$ cat config.mk
export PLATFORM = sky130hd
export DESIGN_NAME = ansi_text_cursor_engine
export DESIGN_NICKNAME = d
export VERILOG_FILES = /design/src/design/atce_pkg.sv /design/src/design/atce_ctrl.sv /design/src/design/atce_datapath.sv /design/src/design/ansi_text_cursor_engine.sv
export VERILOG_INCLUDE_DIRS = /design/src /design/src/design
export SDC_FILE = /design/constraint.sdc
export NUM_CORES = 1
export LEC_CHECK = 0
export BUFFER_PORTS_ARGS = -buffer_cell sky130_fd_sc_hd__buf_2
export CAP_MARGIN = 20
export CORE_MARGIN = 5
export CORE_UTILIZATION = 25
export CTS_CLUSTER_SIZE = 12
export DETAILED_ROUTE_END_ITERATION = 7
export SETUP_SLACK_MARGIN = 0.5
export SYNTH_ARGS = -nofsm -noshare
export SYNTH_HDL_FRONTEND = slang
export SYNTH_SLANG_ARGS = --single-unit
$ cat constraint.sdc
create_clock -name i_clk -period 12.1 [get_ports i_clk]
set_input_delay 1.21 -clock i_clk [delete_from_list [all_inputs] [get_ports i_clk]]
set_output_delay 1.21 -clock i_clk [all_outputs]
set_load 0.01 [all_outputs]
$ cat src/design/ansi_text_cursor_engine_macros.svh
// ----------------------------------------------------------------------------
// ansi text cursor engine assertion macros
// shared property forms for the cursor engine checks, clocked on i_clk and
// held off while i_rst_n is low
// ----------------------------------------------------------------------------
`ifndef ANSI_TEXT_CURSOR_ENGINE_MACROS_SVH
`define ANSI_TEXT_CURSOR_ENGINE_MACROS_SVH

// same-cycle implication
`define ATCE_ASSERT_NOW(lbl, ante, cons, msg) \
    lbl: assert property (@(posedge i_clk) disable iff (!i_rst_n) (ante) |-> (cons)) \
        else $error(msg);

// next-cycle implication
`define ATCE_ASSERT_NEXT(lbl, ante, cons, msg) \
    lbl: assert property (@(posedge i_clk) disable iff (!i_rst_n) (ante) |=> (cons)) \
        else $error(msg);

`endif

$ cat src/design/atce_pkg.sv
// ----------------------------------------------------------------------------
// atce_pkg
// types, character codes, register indexes and colours of the cursor engine
// ----------------------------------------------------------------------------
package atce_pkg;

    localparam int DEFAULT_MAX_PARAMS = 8;

    localparam int CHAR_W  = 8;
    localparam int PARAM_W = 14;
    localparam int POS_W   = 24;
    localparam int COLOR_W = 32;
    localparam int SCALE_W = 4;
    localparam int GH_W    = 5;
    localparam int GC_W    = 9;
    localparam int DIM_W   = 14;
    localparam int CELLW_W = 7;
    localparam int CELLH_W = 9;
    localparam int CFG_IDX_W = 3;
    localparam int CFG_DAT_W = 14;
    localparam int TDATA_W = 120;

    // register indexes
    localparam logic [CFG_IDX_W-1:0] REG_FONT_SCALE   = 3'd0;
    localparam logic [CFG_IDX_W-1:0] REG_GLYPH_HEIGHT = 3'd1;
    localparam logic [CFG_IDX_W-1:0] REG_GLYPH_COUNT  = 3'd2;
    localparam logic [CFG_IDX_W-1:0] REG_SCREEN_W     = 3'd3;
    localparam logic [CFG_IDX_W-1:0] REG_SCREEN_H     = 3'd4;
    localparam logic [CFG_IDX_W-1:0] REG_TOP_ROW      = 3'd5;

    // register reset values
    localparam logic [SCALE_W-1:0] RST_FONT_SCALE   = 4'd1;
    localparam logic [GH_W-1:0]    RST_GLYPH_HEIGHT = 5'd8;
    localparam logic [GC_W-1:0]    RST_GLYPH_COUNT  = 9'd128;
    localparam logic [DIM_W-1:0]   RST_SCREEN_W     = 14'd1024;
    localparam logic [DIM_W-1:0]   RST_SCREEN_H     = 14'd768;
    localparam logic [DIM_W-1:0]   RST_TOP_ROW      = 14'd0;

    // character codes
    localparam logic [CHAR_W-1:0] CHAR_BS    = 8'h08;
    localparam logic [CHAR_W-1:0] CHAR_LF    = 8'h0A;
    localparam logic [CHAR_W-1:0] CHAR_CR    = 8'h0D;
    localparam logic [CHAR_W-1:0] CHAR_ESC   = 8'h1B;
    localparam logic [CHAR_W-1:0] CHAR_ZERO  = 8'h30;
    localparam logic [CHAR_W-1:0] CHAR_NINE  = 8'h39;
    localparam logic [CHAR_W-1:0] CHAR_SEMI  = 8'h3B;
    localparam logic [CHAR_W-1:0] CHAR_QMARK = 8'h3F;
    localparam logic [CHAR_W-1:0] CHAR_FIN_H = 8'h48;
    localparam logic [CHAR_W-1:0] CHAR_FIN_J = 8'h4A;
    localparam logic [CHAR_W-1:0] CHAR_LBRK  = 8'h5B;
    localparam logic [CHAR_W-1:0] CHAR_FIN_M = 8'h6D;

    localparam logic [PARAM_W-1:0] PARAM_CAP  = 14'd9999;
    localparam logic [PARAM_W-1:0] PARAM_TWO  = 14'd2;

    // sgr codes
    localparam logic [PARAM_W-1:0] SGR_RESET   = 14'd0;
    localparam logic [PARAM_W-1:0] SGR_FG_LO   = 14'd30;
    localparam logic [PARAM_W-1:0] SGR_FG_HI   = 14'd37;
    localparam logic [PARAM_W-1:0] SGR_BG_LO   = 14'd40;
    localparam logic [PARAM_W-1:0] SGR_BG_HI   = 14'd47;
    localparam logic [PARAM_W-1:0] SGR_FG_GREY = 14'd90;

    // colours
    localparam logic [COLOR_W-1:0] COL_FG_RESET = 32'h00FF_FFFF;
    localparam logic [COLOR_W-1:0] COL_BG_RESET = 32'h0000_0000;
    localparam logic [COLOR_W-1:0] COL_WHITE    = 32'hFFFF_FFFF;
    localparam logic [COLOR_W-1:0] COL_BLACK    = 32'hFF00_0000;
    localparam logic [COLOR_W-1:0] COL_GREY     = 32'hFF55_5555;

    // result kinds
    localparam logic CMD_DRAW  = 1'b0;
    localparam logic CMD_CLEAR = 1'b1;

    function automatic logic [COLOR_W-1:0] palette(input logic [2:0] idx);
        logic [COLOR_W-1:0] c;
        case (idx)
            3'd0:    c = 32'hFF00_0000;
            3'd1:    c = 32'hFFAA_0000;
            3'd2:    c = 32'hFF00_AA00;
            3'd3:    c = 32'hFFAA_AA00;
            3'd4:    c = 32'hFF00_00AA;
            3'd5:    c = 32'hFFAA_00AA;
            3'd6:    c = 32'hFF00_AAAA;
            default: c = 32'hFFAA_AAAA;
        endcase
        return c;
    endfunction

    // controller to datapath
    typedef struct packed {
        logic cap_char;
        logic csi_start;
        logic digit;
        logic slot_inc;
        logic sgr_start;
        logic sgr_step;
        logic newline;
        logic cret;
        logic bspace;
        logic advance;
        logic h_row;
        logic h_col;
        logic load_glyph;
        logic load_clear;
        logic glyph_last;
    } t_cmd;

    // datapath to controller
    typedef struct packed {
        logic is_lbrk;
        logic is_digit;
        logic is_semi;
        logic is_qmark;
        logic is_esc;
        logic is_lf;
        logic is_cr;
        logic is_bs;
        logic is_fin_j;
        logic is_fin_h;
        logic is_fin_m;
        logic p0_is_two;
        logic slot_at_max;
        logic walk_at_slot;
        logic need_clear;
        logic out_free;
    } t_status;

endpackage

$ cat src/design/atce_ctrl.sv
// ----------------------------------------------------------------------------
// atce_ctrl
// escape parser phase and sequencing of one byte through the datapath
// ----------------------------------------------------------------------------
module atce_ctrl
    import atce_pkg::*;
(
    input  logic    i_clk,
    input  logic    i_rst_n,
    input  logic    i_in_valid,
    output logic    o_in_ready,
    input  t_status i_status,
    output t_cmd    o_cmd
);

    localparam logic [2:0] S_IDLE     = 3'd0;
    localparam logic [2:0] S_DISPATCH = 3'd1;
    localparam logic [2:0] S_BOTTOM   = 3'd2;
    localparam logic [2:0] S_EMIT_GLY = 3'd3;
    localparam logic [2:0] S_EMIT_CLR = 3'd4;
    localparam logic [2:0] S_HROW     = 3'd5;
    localparam logic [2:0] S_HCOL     = 3'd6;
    localparam logic [2:0] S_SGR      = 3'd7;

    localparam logic [1:0] PH_TEXT = 2'd0;
    localparam logic [1:0] PH_ESC  = 2'd1;
    localparam logic [1:0] PH_CSI  = 2'd2;

    logic [2:0] r_state, n_state;
    logic [1:0] r_phase, n_phase;
    logic       r_gly_pend, n_gly_pend;
    logic       r_need_clr, n_need_clr;

    assign o_in_ready = (r_state == S_IDLE);

    always_comb begin
        n_state    = r_state;
        n_phase    = r_phase;
        n_gly_pend = r_gly_pend;
        n_need_clr = r_need_clr;
        o_cmd      = '0;
        case (r_state)
            S_IDLE: begin
                if (i_in_valid) begin
                    o_cmd.cap_char = 1'b1;
                    n_state        = S_DISPATCH;
                end
            end
            S_DISPATCH: begin
                n_state = S_IDLE;
                case (r_phase)
                    PH_ESC: begin
                        if (i_status.is_lbrk) begin
                            o_cmd.csi_start = 1'b1;
                            n_phase         = PH_CSI;
                        end else begin
                            n_phase = PH_TEXT;
                        end
                    end
                    PH_CSI: begin
                        if (i_status.is_digit) begin
                            o_cmd.digit = 1'b1;
                        end else if (i_status.is_semi) begin
                            if (i_status.slot_at_max) begin
                                n_phase = PH_TEXT;
                            end else begin
                                o_cmd.slot_inc = 1'b1;
                            end
                        end else if (!i_status.is_qmark) begin
                            n_phase = PH_TEXT;
                            if (i_status.is_fin_j && i_status.p0_is_two) begin
                                n_gly_pend = 1'b0;
                                n_need_clr = 1'b1;
                                n_state    = S_EMIT_CLR;
                            end else if (i_status.is_fin_h) begin
                                n_state = S_HROW;
                            end else if (i_status.is_fin_m) begin
                                o_cmd.sgr_start = 1'b1;
                                n_state         = S_SGR;
                            end
                        end
                    end
                    default: begin
                        n_gly_pend = 1'b0;
                        if (i_status.is_esc) begin
                            n_phase = PH_ESC;
                        end else if (i_status.is_lf) begin
                            o_cmd.newline = 1'b1;
                            n_state       = S_BOTTOM;
                        end else if (i_status.is_cr) begin
                            o_cmd.cret = 1'b1;
                            n_state    = S_BOTTOM;
                        end else if (i_status.is_bs) begin
                            o_cmd.bspace = 1'b1;
                            n_state      = S_BOTTOM;
                        end else begin
                            o_cmd.advance = 1'b1;
                            n_gly_pend    = 1'b1;
                            n_state       = S_BOTTOM;
                        end
                    end
                endcase
            end
            S_BOTTOM: begin
                n_need_clr = i_status.need_clear;
                if (r_gly_pend) begin
                    n_state = S_EMIT_GLY;
                end else if (i_status.need_clear) begin
                    n_state = S_EMIT_CLR;
                end else begin
                    n_state = S_IDLE;
                end
            end
            S_EMIT_GLY: begin
                if (i_status.out_free) begin
                    o_cmd.load_glyph = 1'b1;
                    o_cmd.glyph_last = !r_need_clr;
                    n_state          = r_need_clr ? S_EMIT_CLR : S_IDLE;
                end
            end
            S_EMIT_CLR: begin
                if (i_status.out_free) begin
                    o_cmd.load_clear = 1'b1;
                    n_state          = S_IDLE;
                end
            end
            S_HROW: begin
                o_cmd.h_row = 1'b1;
                n_state     = S_HCOL;
            end
            S_HCOL: begin
                o_cmd.h_col = 1'b1;
                n_state     = S_IDLE;
            end
            S_SGR: begin
                o_cmd.sgr_step = 1'b1;
                if (i_status.walk_at_slot) begin
                    n_state = S_IDLE;
                end
            end
            default: begin
                n_state = S_IDLE;
            end
        endcase
    end

    always_ff @(posedge i_clk) begin
        if (!i_rst_n) begin
            r_state    <= S_IDLE;
            r_phase    <= PH_TEXT;
            r_gly_pend <= 1'b0;
            r_need_clr <= 1'b0;
        end else begin
            r_state    <= n_state;
            r_phase    <= n_phase;
            r_gly_pend <= n_gly_pend;
            r_need_clr <= n_need_clr;
        end
    end

endmodule

$ cat src/design/atce_datapath.sv
// ----------------------------------------------------------------------------
// atce_datapath
// configuration, cursor, colours, csi parameter store and result register
// ----------------------------------------------------------------------------
module atce_datapath
    import atce_pkg::*;
#(
    parameter int MAX_PARAMS = DEFAULT_MAX_PARAMS
) (
    input  logic                 i_clk,
    input  logic                 i_rst_n,
    input  t_cmd                 i_cmd,
    output t_status              o_status,
    input  logic [CHAR_W-1:0]    i_char,
    input  logic                 i_cfg_we,
    input  logic [CFG_IDX_W-1:0] i_cfg_index,
    input  logic [CFG_DAT_W-1:0] i_cfg_data,
    input  logic                 i_m_tready,
    output logic                 o_m_tvalid,
    output logic                 o_m_tuser,
    output logic [TDATA_W-1:0]   o_m_tdata,
    output logic                 o_m_tlast
);

    localparam int SLOT_W = $clog2(MAX_PARAMS);
    localparam logic [SLOT_W-1:0] SLOT_MAX = SLOT_W'(MAX_PARAMS - 1);

    // configuration
    logic [SCALE_W-1:0] r_scale;
    logic [GH_W-1:0]    r_gheight;
    logic [GC_W-1:0]    r_gcount;
    logic [DIM_W-1:0]   r_screen_w;
    logic [DIM_W-1:0]   r_screen_h;
    logic [DIM_W-1:0]   r_top;

    // cursor, colours and parser store
    logic [POS_W-1:0]   r_col, n_col;
    logic [POS_W-1:0]   r_row, n_row;
    logic [POS_W-1:0]   r_hold_x, r_hold_y;
    logic [COLOR_W-1:0] r_fg, n_fg;
    logic [COLOR_W-1:0] r_bg, n_bg;
    logic [PARAM_W-1:0] r_values [MAX_PARAMS];
    logic [SLOT_W-1:0]  r_slot;
    logic [SLOT_W-1:0]  r_walk;
    logic [CHAR_W-1:0]  r_char;

    // result register
    logic               r_out_valid;
    logic               r_out_cmd;
    logic [CHAR_W-1:0]  r_out_glyph;
    logic [POS_W-1:0]   r_out_x, r_out_y;
    logic [COLOR_W-1:0] r_out_fg, r_out_bg;
    logic               r_out_last;

    logic [CELLW_W-1:0] cell_w;
    logic [CELLH_W-1:0] cell_h;
    logic [SLOT_W-1:0]  rd_idx;
    logic [PARAM_W-1:0] rd_val;
    logic [17:0]        acc;
    logic [PARAM_W-1:0] acc_sat;
    logic [POS_W-1:0]   adv_col;
    logic [PARAM_W-1:0] h_row_n, h_col_n;
    logic [22:0]        h_row_px;
    logic [20:0]        h_col_px;
    logic [CHAR_W-1:0]  glyph_sub;
    logic               out_free;

    assign cell_w = {r_scale, 3'b000};
    assign cell_h = CELLH_W'(r_gheight * r_scale);

    assign rd_idx = i_cmd.sgr_step ? r_walk : r_slot;
    assign rd_val = r_values[rd_idx];

    // times ten as shift and add, then add the digit and saturate
    assign acc = {1'b0, rd_val, 3'b000} + {3'b000, rd_val, 1'b0}
               + 18'(r_char - CHAR_ZERO);
    assign acc_sat = (acc > 18'(PARAM_CAP)) ? PARAM_CAP : acc[PARAM_W-1:0];

    assign adv_col = r_col + POS_W'(cell_w);

    assign h_row_n  = (r_values[0] != '0) ? r_values[0] - 14'd1 : '0;
    assign h_col_n  = (r_values[1] != '0) ? r_values[1] - 14'd1 : '0;
    assign h_row_px = 23'(h_row_n * cell_h);
    assign h_col_px = 21'(h_col_n * cell_w);

    assign glyph_sub = ({1'b0, r_char} >= r_gcount) ? CHAR_QMARK : r_char;
    assign out_free  = !r_out_valid || i_m_tready;

    always_comb begin
        o_status.is_lbrk      = (r_char == CHAR_LBRK);
        o_status.is_digit     = (r_char >= CHAR_ZERO) && (r_char <= CHAR_NINE);
        o_status.is_semi      = (r_char == CHAR_SEMI);
        o_status.is_qmark     = (r_char == CHAR_QMARK);
        o_status.is_esc       = (r_char == CHAR_ESC);
        o_status.is_lf        = (r_char == CHAR_LF);
        o_status.is_cr        = (r_char == CHAR_CR);
        o_status.is_bs        = (r_char == CHAR_BS);
        o_status.is_fin_j     = (r_char == CHAR_FIN_J);
        o_status.is_fin_h     = (r_char == CHAR_FIN_H);
        o_status.is_fin_m     = (r_char == CHAR_FIN_M);
        o_status.p0_is_two    = (r_values[0] == PARAM_TWO);
        o_status.slot_at_max  = (r_slot == SLOT_MAX);
        o_status.walk_at_slot = (r_walk == r_slot);
        o_status.need_clear   =
            (({1'b0, r_row} + 25'(cell_h)) > 25'(r_screen_h)) &&
            (15'(r_screen_h) >= (15'(r_top) + 15'(cell_h)));
        o_status.out_free     = out_free;
    end

    // cursor moves
    always_comb begin
        n_col = r_col;
        n_row = r_row;
        if (i_cmd.newline) begin
            n_col = '0;
            n_row = r_row + POS_W'(cell_h);
        end else if (i_cmd.cret) begin
            n_col = '0;
        end else if (i_cmd.bspace) begin
            if (r_col >= POS_W'(cell_w)) begin
                n_col = r_col - POS_W'(cell_w);
            end
        end else if (i_cmd.advance) begin
            if (adv_col >= POS_W'(r_screen_w)) begin
                n_col = '0;
                n_row = r_row + POS_W'(cell_h);
            end else begin
                n_col = adv_col;
            end
        end else if (i_cmd.h_row) begin
            n_row = POS_W'(r_top) + POS_W'(h_row_px);
        end else if (i_cmd.h_col) begin
            n_col = POS_W'(h_col_px);
        end else if (i_cmd.load_clear) begin
            n_col = '0;
            n_row = POS_W'(r_top);
        end
    end

    // one sgr code per step
    always_comb begin
        n_fg = r_fg;
        n_bg = r_bg;
        if (i_cmd.sgr_step) begin
            if (rd_val == SGR_RESET) begin
                n_fg = COL_WHITE;
                n_bg = COL_BLACK;
            end else if (rd_val >= SGR_FG_LO && rd_val <= SGR_FG_HI) begin
                n_fg = palette(3'(rd_val - SGR_FG_LO));
            end else if (rd_val >= SGR_BG_LO && rd_val <= SGR_BG_HI) begin
                n_bg = palette(3'(rd_val - SGR_BG_LO));
            end else if (rd_val == SGR_FG_GREY) begin
                n_fg = COL_GREY;
            end
        end
    end

    always_ff @(posedge i_clk) begin
        if (!i_rst_n) begin
            r_scale    <= RST_FONT_SCALE;
            r_gheight  <= RST_GLYPH_HEIGHT;
            r_gcount   <= RST_GLYPH_COUNT;
            r_screen_w <= RST_SCREEN_W;
            r_screen_h <= RST_SCREEN_H;
            r_top      <= RST_TOP_ROW;
        end else if (i_cfg_we) begin
            case (i_cfg_index)
                REG_FONT_SCALE:   r_scale    <= i_cfg_data[SCALE_W-1:0];
                REG_GLYPH_HEIGHT: r_gheight  <= i_cfg_data[GH_W-1:0];
                REG_GLYPH_COUNT:  r_gcount   <= i_cfg_data[GC_W-1:0];
                REG_SCREEN_W:     r_screen_w <= i_cfg_data;
                REG_SCREEN_H:     r_screen_h <= i_cfg_data;
                REG_TOP_ROW:      r_top      <= i_cfg_data;
                default: begin
                end
            endcase
        end
    end

    always_ff @(posedge i_clk) begin
        if (!i_rst_n) begin
            r_col  <= '0;
            r_row  <= POS_W'(RST_TOP_ROW);
            r_fg   <= COL_FG_RESET;
            r_bg   <= COL_BG_RESET;
            r_slot <= '0;
            r_walk <= '0;
            for (int i = 0; i < MAX_PARAMS; i++) begin
                r_values[i] <= '0;
            end
        end else begin
            r_col <= n_col;
            r_row <= n_row;
            r_fg  <= n_fg;
            r_bg  <= n_bg;
            if (i_cmd.csi_start) begin
                r_slot <= '0;
                for (int i = 0; i < MAX_PARAMS; i++) begin
                    r_values[i] <= '0;
                end
            end else if (i_cmd.digit) begin
                r_values[r_slot] <= acc_sat;
            end else if (i_cmd.slot_inc) begin
                r_slot <= r_slot + SLOT_W'(1);
            end
            if (i_cmd.sgr_start) begin
                r_walk <= '0;
            end else if (i_cmd.sgr_step) begin
                r_walk <= r_walk + SLOT_W'(1);
            end
        end
    end

    always_ff @(posedge i_clk) begin
        if (i_cmd.cap_char) begin
            r_char <= i_char;
        end
        if (i_cmd.advance) begin
            r_hold_x <= r_col;
            r_hold_y <= r_row;
        end
    end

    always_ff @(posedge i_clk) begin
        if (!i_rst_n) begin
            r_out_valid <= 1'b0;
        end else if (i_cmd.load_glyph || i_cmd.load_clear) begin
            r_out_valid <= 1'b1;
        end else if (i_m_tready) begin
            r_out_valid <= 1'b0;
        end
    end

    always_ff @(posedge i_clk) begin
        if (i_cmd.load_glyph) begin
            r_out_cmd   <= CMD_DRAW;
            r_out_glyph <= glyph_sub;
            r_out_x     <= r_hold_x;
            r_out_y     <= r_hold_y;
            r_out_fg    <= r_fg;
            r_out_bg    <= r_bg;
            r_out_last  <= i_cmd.glyph_last;
        end else if (i_cmd.load_clear) begin
            r_out_cmd   <= CMD_CLEAR;
            r_out_glyph <= '0;
            r_out_x     <= '0;
            r_out_y     <= POS_W'(r_top);
            r_out_fg    <= r_fg;
            r_out_bg    <= r_bg;
            r_out_last  <= 1'b1;
        end
    end

    assign o_m_tvalid = r_out_valid;
    assign o_m_tuser  = r_out_cmd;
    assign o_m_tlast  = r_out_last;
    assign o_m_tdata  = {r_out_bg, r_out_fg, r_out_y, r_out_x, r_out_glyph};

endmodule

$ cat src/design/ansi_text_cursor_engine.sv
// ----------------------------------------------------------------------------
// ansi_text_cursor_engine
// text console cursor engine with an escape sequence parser
// ----------------------------------------------------------------------------
// usage
// - bytes of the text stream arrive on the s_axis request channel, one byte
//   per request; draw and clear commands leave on the m_axis channel
// - each byte gives zero, one or two result requests; tlast marks the final
//   one of a byte, tuser tells a glyph draw (0) from a screen clear (1)
// - the cfg channel writes the six console registers by index and is always
//   ready; the user writes it only while the engine is idle (not enforced)
// - the engine takes one byte at a time; an escape or parameter byte only
//   passes dispatch, a cursor move or glyph also the bottom check (which may
//   add a clear) and a glyph its emit state; an erase-display final goes to
//   the clear emit, cursor placement takes two steps (row, then column) and
//   a colour final walks its n parameters, one parameter a cycle
// - a result is loaded into the output register from its emit state once the
//   register is free; a clear after a glyph is loaded after the glyph
// - the result sits in an output register, so the next byte is taken while
//   it waits; a stalled receiver holds the engine once a further result has
//   to be loaded while the register is still full
// - reset (synchronous, active low) restores the register defaults, puts the
//   cursor at the top left, resets the colours and clears the parser
// ----------------------------------------------------------------------------
`include "ansi_text_cursor_engine_macros.svh"

module ansi_text_cursor_engine
    import atce_pkg::*;
#(
    parameter int MAX_PARAMS = DEFAULT_MAX_PARAMS
) (
    input  logic                 i_clk,
    input  logic                 i_rst_n,
    // byte requests
    input  logic                 s_axis_tvalid,
    output logic                 s_axis_tready,
    input  logic [CHAR_W-1:0]    s_axis_tdata,   // [7:0] char_code
    // result requests
    output logic                 m_axis_tvalid,
    input  logic                 m_axis_tready,
    output logic [TDATA_W-1:0]   m_axis_tdata,   // [7:0] glyph, [31:8] pos_x,
                                                 // [55:32] pos_y, [87:56] fg_out,
                                                 // [119:88] bg_out
    output logic                 m_axis_tuser,   // [0] command
    output logic                 m_axis_tlast,
    // register writes
    input  logic                 i_cfg_valid,
    output logic                 o_cfg_ready,
    input  logic [CFG_IDX_W-1:0] i_cfg_index,
    input  logic [CFG_DAT_W-1:0] i_cfg_data
);

    t_cmd    cmd;
    t_status status;

    // registers can always be written
    assign o_cfg_ready = 1'b1;

    // sequencer: parser phase and per-byte steps
    atce_ctrl u_ctrl (
        .i_clk      (i_clk),
        .i_rst_n    (i_rst_n),
        .i_in_valid (s_axis_tvalid),
        .o_in_ready (s_axis_tready),
        .i_status   (status),
        .o_cmd      (cmd)
    );

    // cursor, colours, parameters and the result register
    atce_datapath #(
        .MAX_PARAMS (MAX_PARAMS)
    ) u_datapath (
        .i_clk       (i_clk),
        .i_rst_n     (i_rst_n),
        .i_cmd       (cmd),
        .o_status    (status),
        .i_char      (s_axis_tdata),
        .i_cfg_we    (i_cfg_valid && o_cfg_ready),
        .i_cfg_index (i_cfg_index),
        .i_cfg_data  (i_cfg_data),
        .i_m_tready  (m_axis_tready),
        .o_m_tvalid  (m_axis_tvalid),
        .o_m_tuser   (m_axis_tuser),
        .o_m_tdata   (m_axis_tdata),
        .o_m_tlast   (m_axis_tlast)
    );

    // one byte in flight: input closes right after a byte is taken
    `ATCE_ASSERT_NEXT(a_one_byte, s_axis_tvalid && s_axis_tready, !s_axis_tready, "byte taken while busy")

    // a clear is always the final result of its byte and starts at column 0
    `ATCE_ASSERT_NOW(a_clear_shape, m_axis_tvalid && (m_axis_tuser == CMD_CLEAR), m_axis_tlast && (m_axis_tdata[31:8] == '0) && (m_axis_tdata[7:0] == '0), "malformed clear result")

endmodule
### Yosys cells after proc, flatten, opt, wreduce, memory -nomap -nowiden

Memory sizes are Yosys's and may differ from the RTL's.
Cells that the tools add are included.
Widths: inputs -> output; s select.

* $add $sub $neg: 15
* multiply operators: 3
* magnitude comparators: 12
* eq/ne operators: 63
* multiplexer cells: 129
* bitwise logic cells: 11
* reduce and logical (&&, ||, !) cells: 44

Operator list (number)
* $mux 24: 17
* $mux 32: 11
* $pmux 24 s7: 2
* $mux 14: 12
* $mux 3: 17
* $mux 1: 49
* $eq 3x3->1 const B: 13
* $eq 8x7->1 const B: 4
* $le 14x6->1 const B: 2
* $reduce_bool 14->1: 2
* $sub 14x1->14 const B: 2
* $add 24x9->25: 1
* $gt 25x14->1: 1
* $add 14x23->24: 1
* $add 24x7->24: 1
* $add 24x9->24: 1
* $eq 3x2->1 const B: 8
* $eq 8x4->1 const B: 3
* $ge 24x14->1: 1
* $ge 24x7->1: 1
* $mux 8: 3
* $pmux 3 s8: 1
* $sub 24x7->24: 1
* $mul 14x9->23: 1
* other kinds (52): 122

* flip-flop bits (word level): 364
* memory bits (writable): 112
* bits of input ports: 30
* word-level logic and storage cells: 305
* memories kept: 1

Memory list
* u_datapath.r_values: words 8, width 14, rd ports 3, clocked after Yosys merged registers in 0, wr ports 8, RTL line atce_datapath.sv:42 `logic [PARAM_W-1:0] r_values [MAX_PARAMS];`

### Longest topological paths before layout

* depth in word-level cells: 15
* mapped depth: 33
* mapped depth without buffers: 32

### Modules after synthesis

From an unflattened synthesis, not the netlist that was laid out.

* cell total of the unflattened synthesis: 3102
* area total of the unflattened synthesis: 27913.0 µm²

Modules (own cells, without submodules)
* atce_datapath: instances 1, cells an instance 3004, area each 27231.1 µm², seq. area each 9288.9 µm²
* atce_ctrl: instances 1, cells an instance 96, area each 670.6 µm², seq. area each 140.1 µm²
* ansi_text_cursor_engine: instances 1, cells an instance 2, area each 11.3 µm², seq. area each 0.0 µm²

### Least setup slack after synthesis

Ideal clock, no wire load.

* kind: register to register
* from: reg u_datapath.r_scale[1]
* to: reg u_datapath.r_row[23]
* arrival time: 8.368 ns
* setup slack: 3.600 ns
* stages on the path, launching flop included: 34
* period minus slack after synthesis: 8.500 ns
* cell sequence: dfxtp_1 clkbuf_1 clkbuf_1 nand2_1 fa_1 fa_1 inv_1 fa_1 a21oi_1 nor2_1 nor2_1 o21bai_1 a21oi_1 xor2_1 clkinv_1 nand2_1 fa_1 fa_1 fa_1 inv_1 fa_1 inv_1 fa_1 inv_1 ha_1 nor2_1 nor2_1 a41o_1 nand3_1 nand2_1 a21oi_1 mux2_2 o31ai_1 a21oi_1

* word-level cells in the longest chain between the ends: 8
* elaborated cells on any way between the ends: 14

RTL lines
* from (decl): RTL line atce_datapath.sv:29 `logic [SCALE_W-1:0] r_scale;`
* from (signal assigned): RTL line atce_datapath.sv:168 `REG_FONT_SCALE: r_scale <= i_cfg_data[SCALE_W-1:0];`
* $mul 5x4->9: RTL line atce_datapath.sv:69 `assign cell_h = CELLH_W'(r_gheight * r_scale);`
* $mul 14x9->23: RTL line atce_datapath.sv:83 `assign h_row_px = 23'(h_row_n * cell_h);`
* $add 14x23->24: RTL line atce_datapath.sv:131 `n_row = POS_W'(r_top) + POS_W'(h_row_px);`
* $mux 24: RTL line atce_datapath.sv:130 `end else if (i_cmd.h_row) begin`
* $mux 24: RTL line atce_datapath.sv:123 `end else if (i_cmd.advance) begin`
* $mux 24: RTL line atce_datapath.sv:119 `end else if (i_cmd.bspace) begin`
* $mux 24: RTL line atce_datapath.sv:117 `end else if (i_cmd.cret) begin`
* $mux 24: RTL line atce_datapath.sv:114 `if (i_cmd.newline) begin`
* to (signal assigned): RTL line atce_datapath.sv:183 `r_row <= POS_W'(RST_TOP_ROW);`
* to (signal assigned): RTL line atce_datapath.sv:193 `r_row <= n_row;`
* to (decl): RTL line atce_datapath.sv:38 `logic [POS_W-1:0] r_row, n_row;`

Several ways; a longest one is shown, not always the timed one. The select of a mux whose other input is x is not followed.
A chain may end at the register's enable or synchronous reset.

### Worst setup path after layout

Ends and elaborated chain as after synthesis.

==> results.cfg <==
[run_status]
status = complete, no violations

[logic_synthesis]
synth.area.mux_share = 0.03779
synth_warnings = 0
synth_compound_area_frac = 0.1384
synthFlopType = edfxtp_1
async_flop_share = 0
synth_top_family_by_area = adder cells
synth-edff-count = 228
yosys.area_share.simple = 0.1832
syn_avg_cell_area_um2 = 9.031
post_synth_num_cell_types = 93
syn_inst = 3080
ys_ff_latch = 357
synthXorXnorAreaFrac = 0.03054
synth_area_um2 = 27820
synth_fa_ha_area_frac = 0.1933
seq_area_frac_synth = 0.3390

[setup_path]
critPathCaptureType = flip-flop
crit_path_end = u_datapath.r_row[23]$_SDFFE_PN0P_
rr_endpoint = u_datapath.r_row[23]$_SDFFE_PN0P_
path_common_cell = fa_1
startpoint = u_datapath.r_scale[1]$_SDFFE_PN0P_
crit-reg2reg-launch = u_datapath.r_scale[1]$_SDFFE_PN0P_
crit_required_ns = 12.52
cp_num_buf_inv = 5
cp.arrival_ns = 9.91
cp-start-kind = flip-flop
reg2reg_slack_ns = 2.60
worstPathMaxFanout = 22
r2r_cells = 31
critPathSlowestCell = dfxtp_1
worst-path-stages = 31
cp_slowest_stage_delay_ns = 0.93
path_delay_family = adder cells
path_class = reg -> reg

[routing]
drtIter0Drc = 1975
topRoutingLayerUsed = met4
drc = 0
dr_wl_met2_um = 37570
vias_per_cell = 4.860
wl_met1_um = 35410
dr_total_vias = 22500
post_drt_wl_per_cell_um = 17.36
first_pass_iters = 8
dr_wl_met3_um = 5071
antenna_left = 0
wirelength_um = 80360

[sta]
period_needed_ns = 9.496
fin_crit_sh = 0.7848
fin_worst_skew_ns = 0.03526
fin_ws_ns = 2.604
fmax_ghz = 0.1053
timing.final.max_slew_violations = 0
relSlewSlack = 0.2583
tightestPinTransition_ns = 1.103
rsz0062_at_grt = false
tns_ns = 0
final_hold_viol_count = 0
setup_viol = 0

[placed_design]
hpwlAfterDp_um = 61770
dpl_cell_area_um2 = 29680
numPortBuffers = 138
place_ws_ns = 2.591
gp_congestion = 0.9028

[layout]
postLayoutCellArea_um2 = 31000
nNetsFinal = 3486
drive_gt1_frac = 0.09230
n_antenna_cell = 0
synthToLayoutAreaGrowth_pct = 11.46
post-route-util = 0.2801

[clock_network]
h-tree-depth = 2
ctsResizeCount = 0
cts-root-buf = clkbuf_16
cts_setup_buffers = 0
numCtsBuffers = 41
postCtsHoldBufs = 0
clk_pin_slew_ns = 0.06
clk_latency_ns = 0.59
cts_tree = built
cts_max_path_buffers = 3
cts_sinks = 357

[global_route]
grt_use_total = 0.1332
grt_pass1_vias = 21580
grt_pass1_wl_um = 125600
overflow = 0
grt_antenna_before_repair = 1
grt_max_degree = 82

[power_and_ir_drop]
ir_drop_v = 0.00008065
totalPowerFinal_uw = 3282
p_leak_uw = 0.01275
p_per_area_nw_per_um2 = 105.9

[worst_hold_path]
hold_depth = 0
hold_class = reg -> reg

[floorplan]
chipHeight_um = 343.6
num_rows = 122
ios = 155
start_util = 0.2513
fp.dieArea_um2 = 118000
die_w_um = 343.6
core_region_area_um2 = 110700

[run]
maxCapViolations = 0
report_power, final:
group	total [uW]	switching [uW]	internal [uW]
Sequential	1420	62.1	1350
Combinational	630	420	210
Clock	1240	535	701
synthesized netlist by cell type (all sizes together), types with 17 or more instances:
library cell,number,area (um2)
fa,143,2863
o21ai,111,555.5
o21a,22,166.4
nand2b,20,125.1
edfxtp,228,6847
a21o,37,277.8
a211oi,33,247.7
xor2,34,297.8
nor4,26,183.9
nand2,376,1411
clkbuf,97,364.1
a31oi,17,106.4
mux2i,60,600.6
buf,90,605.6
o211ai,29,217.7
nor2,268,1006
xnor2,63,551.8
nor2b,38,245.2
inv,315,1182
dfxtp,129,2582
nand3,54,275.3
ha,201,2515
and3,21,131.4
or3,24,150.1
a21oi,251,1267
and2,86,538.0
nand4,20,125.1
nor3,79,395.4
cells by family (layout without fill, tap and decap cells):
kind of cell	after synthesis	in the layout
multiplexers	85	85
adder cells (fa/ha/maj)	344	344
AND/OR/NAND/NOR	1076	1076
flip-flops	357	357
AO/OA/AOI/OAI	616	616
other	2	16
XOR/XNOR	97	97
buffers and inverters	503	551
final cells by class:
type	instances	area [um2]
clock inverter	21	235.2
multi-input combinational	2234	16340
tap	1488	1862
timing repair buffer	162	870.8
clock buffer	52	1077
fill	11790	79670
sequential	357	9429
inverter	316	1186
how the worst min path moves through the flow:
stage | startpoint | to
2_1_floorplan | u_datapath.r_fg[15]$_SDFFE_PN1P_ | u_datapath.r_out_fg[15]$_DFFE_PP_
3_3_place_gp | u_datapath.r_fg[15]$_SDFFE_PN1P_ | u_datapath.r_out_fg[15]$_DFFE_PP_
3_5_place_dp | u_datapath.r_fg[15]$_SDFFE_PN1P_ | u_datapath.r_out_fg[15]$_DFFE_PP_
4_1_cts | u_datapath.r_fg[15]$_SDFFE_PN1P_ | u_datapath.r_out_fg[15]$_DFFE_PP_
5_1_grt | u_datapath.r_bg[7]$_SDFFE_PN0P_ | u_datapath.r_out_bg[7]$_DFFE_PP_
6_report | u_datapath.r_fg[15]$_SDFFE_PN1P_ | u_datapath.r_out_fg[15]$_DFFE_PP_
layout by cell type (no fill, tap or decap), types with 16 or more instances in the layout:
master / netlist / layout
ha_1: 201 / 201
a31oi_1: 17 / 17
nand4_1: 20 / 20
buf_4: 63 / 24
dfxtp_1: 129 / 129
and3_1: 21 / 20
mux2i_1: 60 / 60
o211ai_1: 29 / 29
clkbuf_16: 0 / 41
nand2_1: 376 / 376
xor2_1: 34 / 34
fa_1: 143 / 143
nor4_1: 24 / 23
or3_1: 24 / 24
nor2_1: 268 / 266
inv_1: 314 / 314
nand2b_1: 20 / 20
buf_2: 19 / 138
a211oi_1: 33 / 33
and2_1: 86 / 86
edfxtp_1: 228 / 228
conb_1: 2 / 16
nor2b_1: 37 / 37
nor3_1: 79 / 77
a21oi_1: 248 / 248
o21ai_0: 102 / 102
o21a_1: 21 / 21
a21o_1: 37 / 37
nand3_1: 53 / 53
xnor2_1: 63 / 63
per-layer routing:
layer	vias to the layer above	global-route usage
li1	10630	-
met1	11040	0.1809
met2	699	0.2221
met3	129	0.01889
met4	0	0.03688
met5	-	0
flip-flops by register name, indices dropped and copies added, names as in the netlist, 9 cells and up:
| name | flops |
|---|---|
| u_datapath.r_col | 21 |
| u_datapath.r_top | 14 |
| u_datapath.r_screen_h | 14 |
| u_datapath.r_hold_x | 21 |
| u_datapath.r_out_x | 21 |
| u_datapath.r_gcount | 9 |
| u_datapath.r_out_y | 24 |
| u_datapath.r_values | 112 |
| u_datapath.r_hold_y | 24 |
| u_datapath.r_row | 24 |
| u_datapath.r_screen_w | 14 |
stage by stage:
step | std cells | hold slack (ns)
after CTS | 4629 | 0.4308
after floorplan | 3094 | 0.4005
after detailed placement | 4556 | 0.4212
final | 4630 | 0.4357
after global placement | 4556 | 0.4197
after global routing | 4630 | 0.4438
Power figures use the tool's default switching activity.
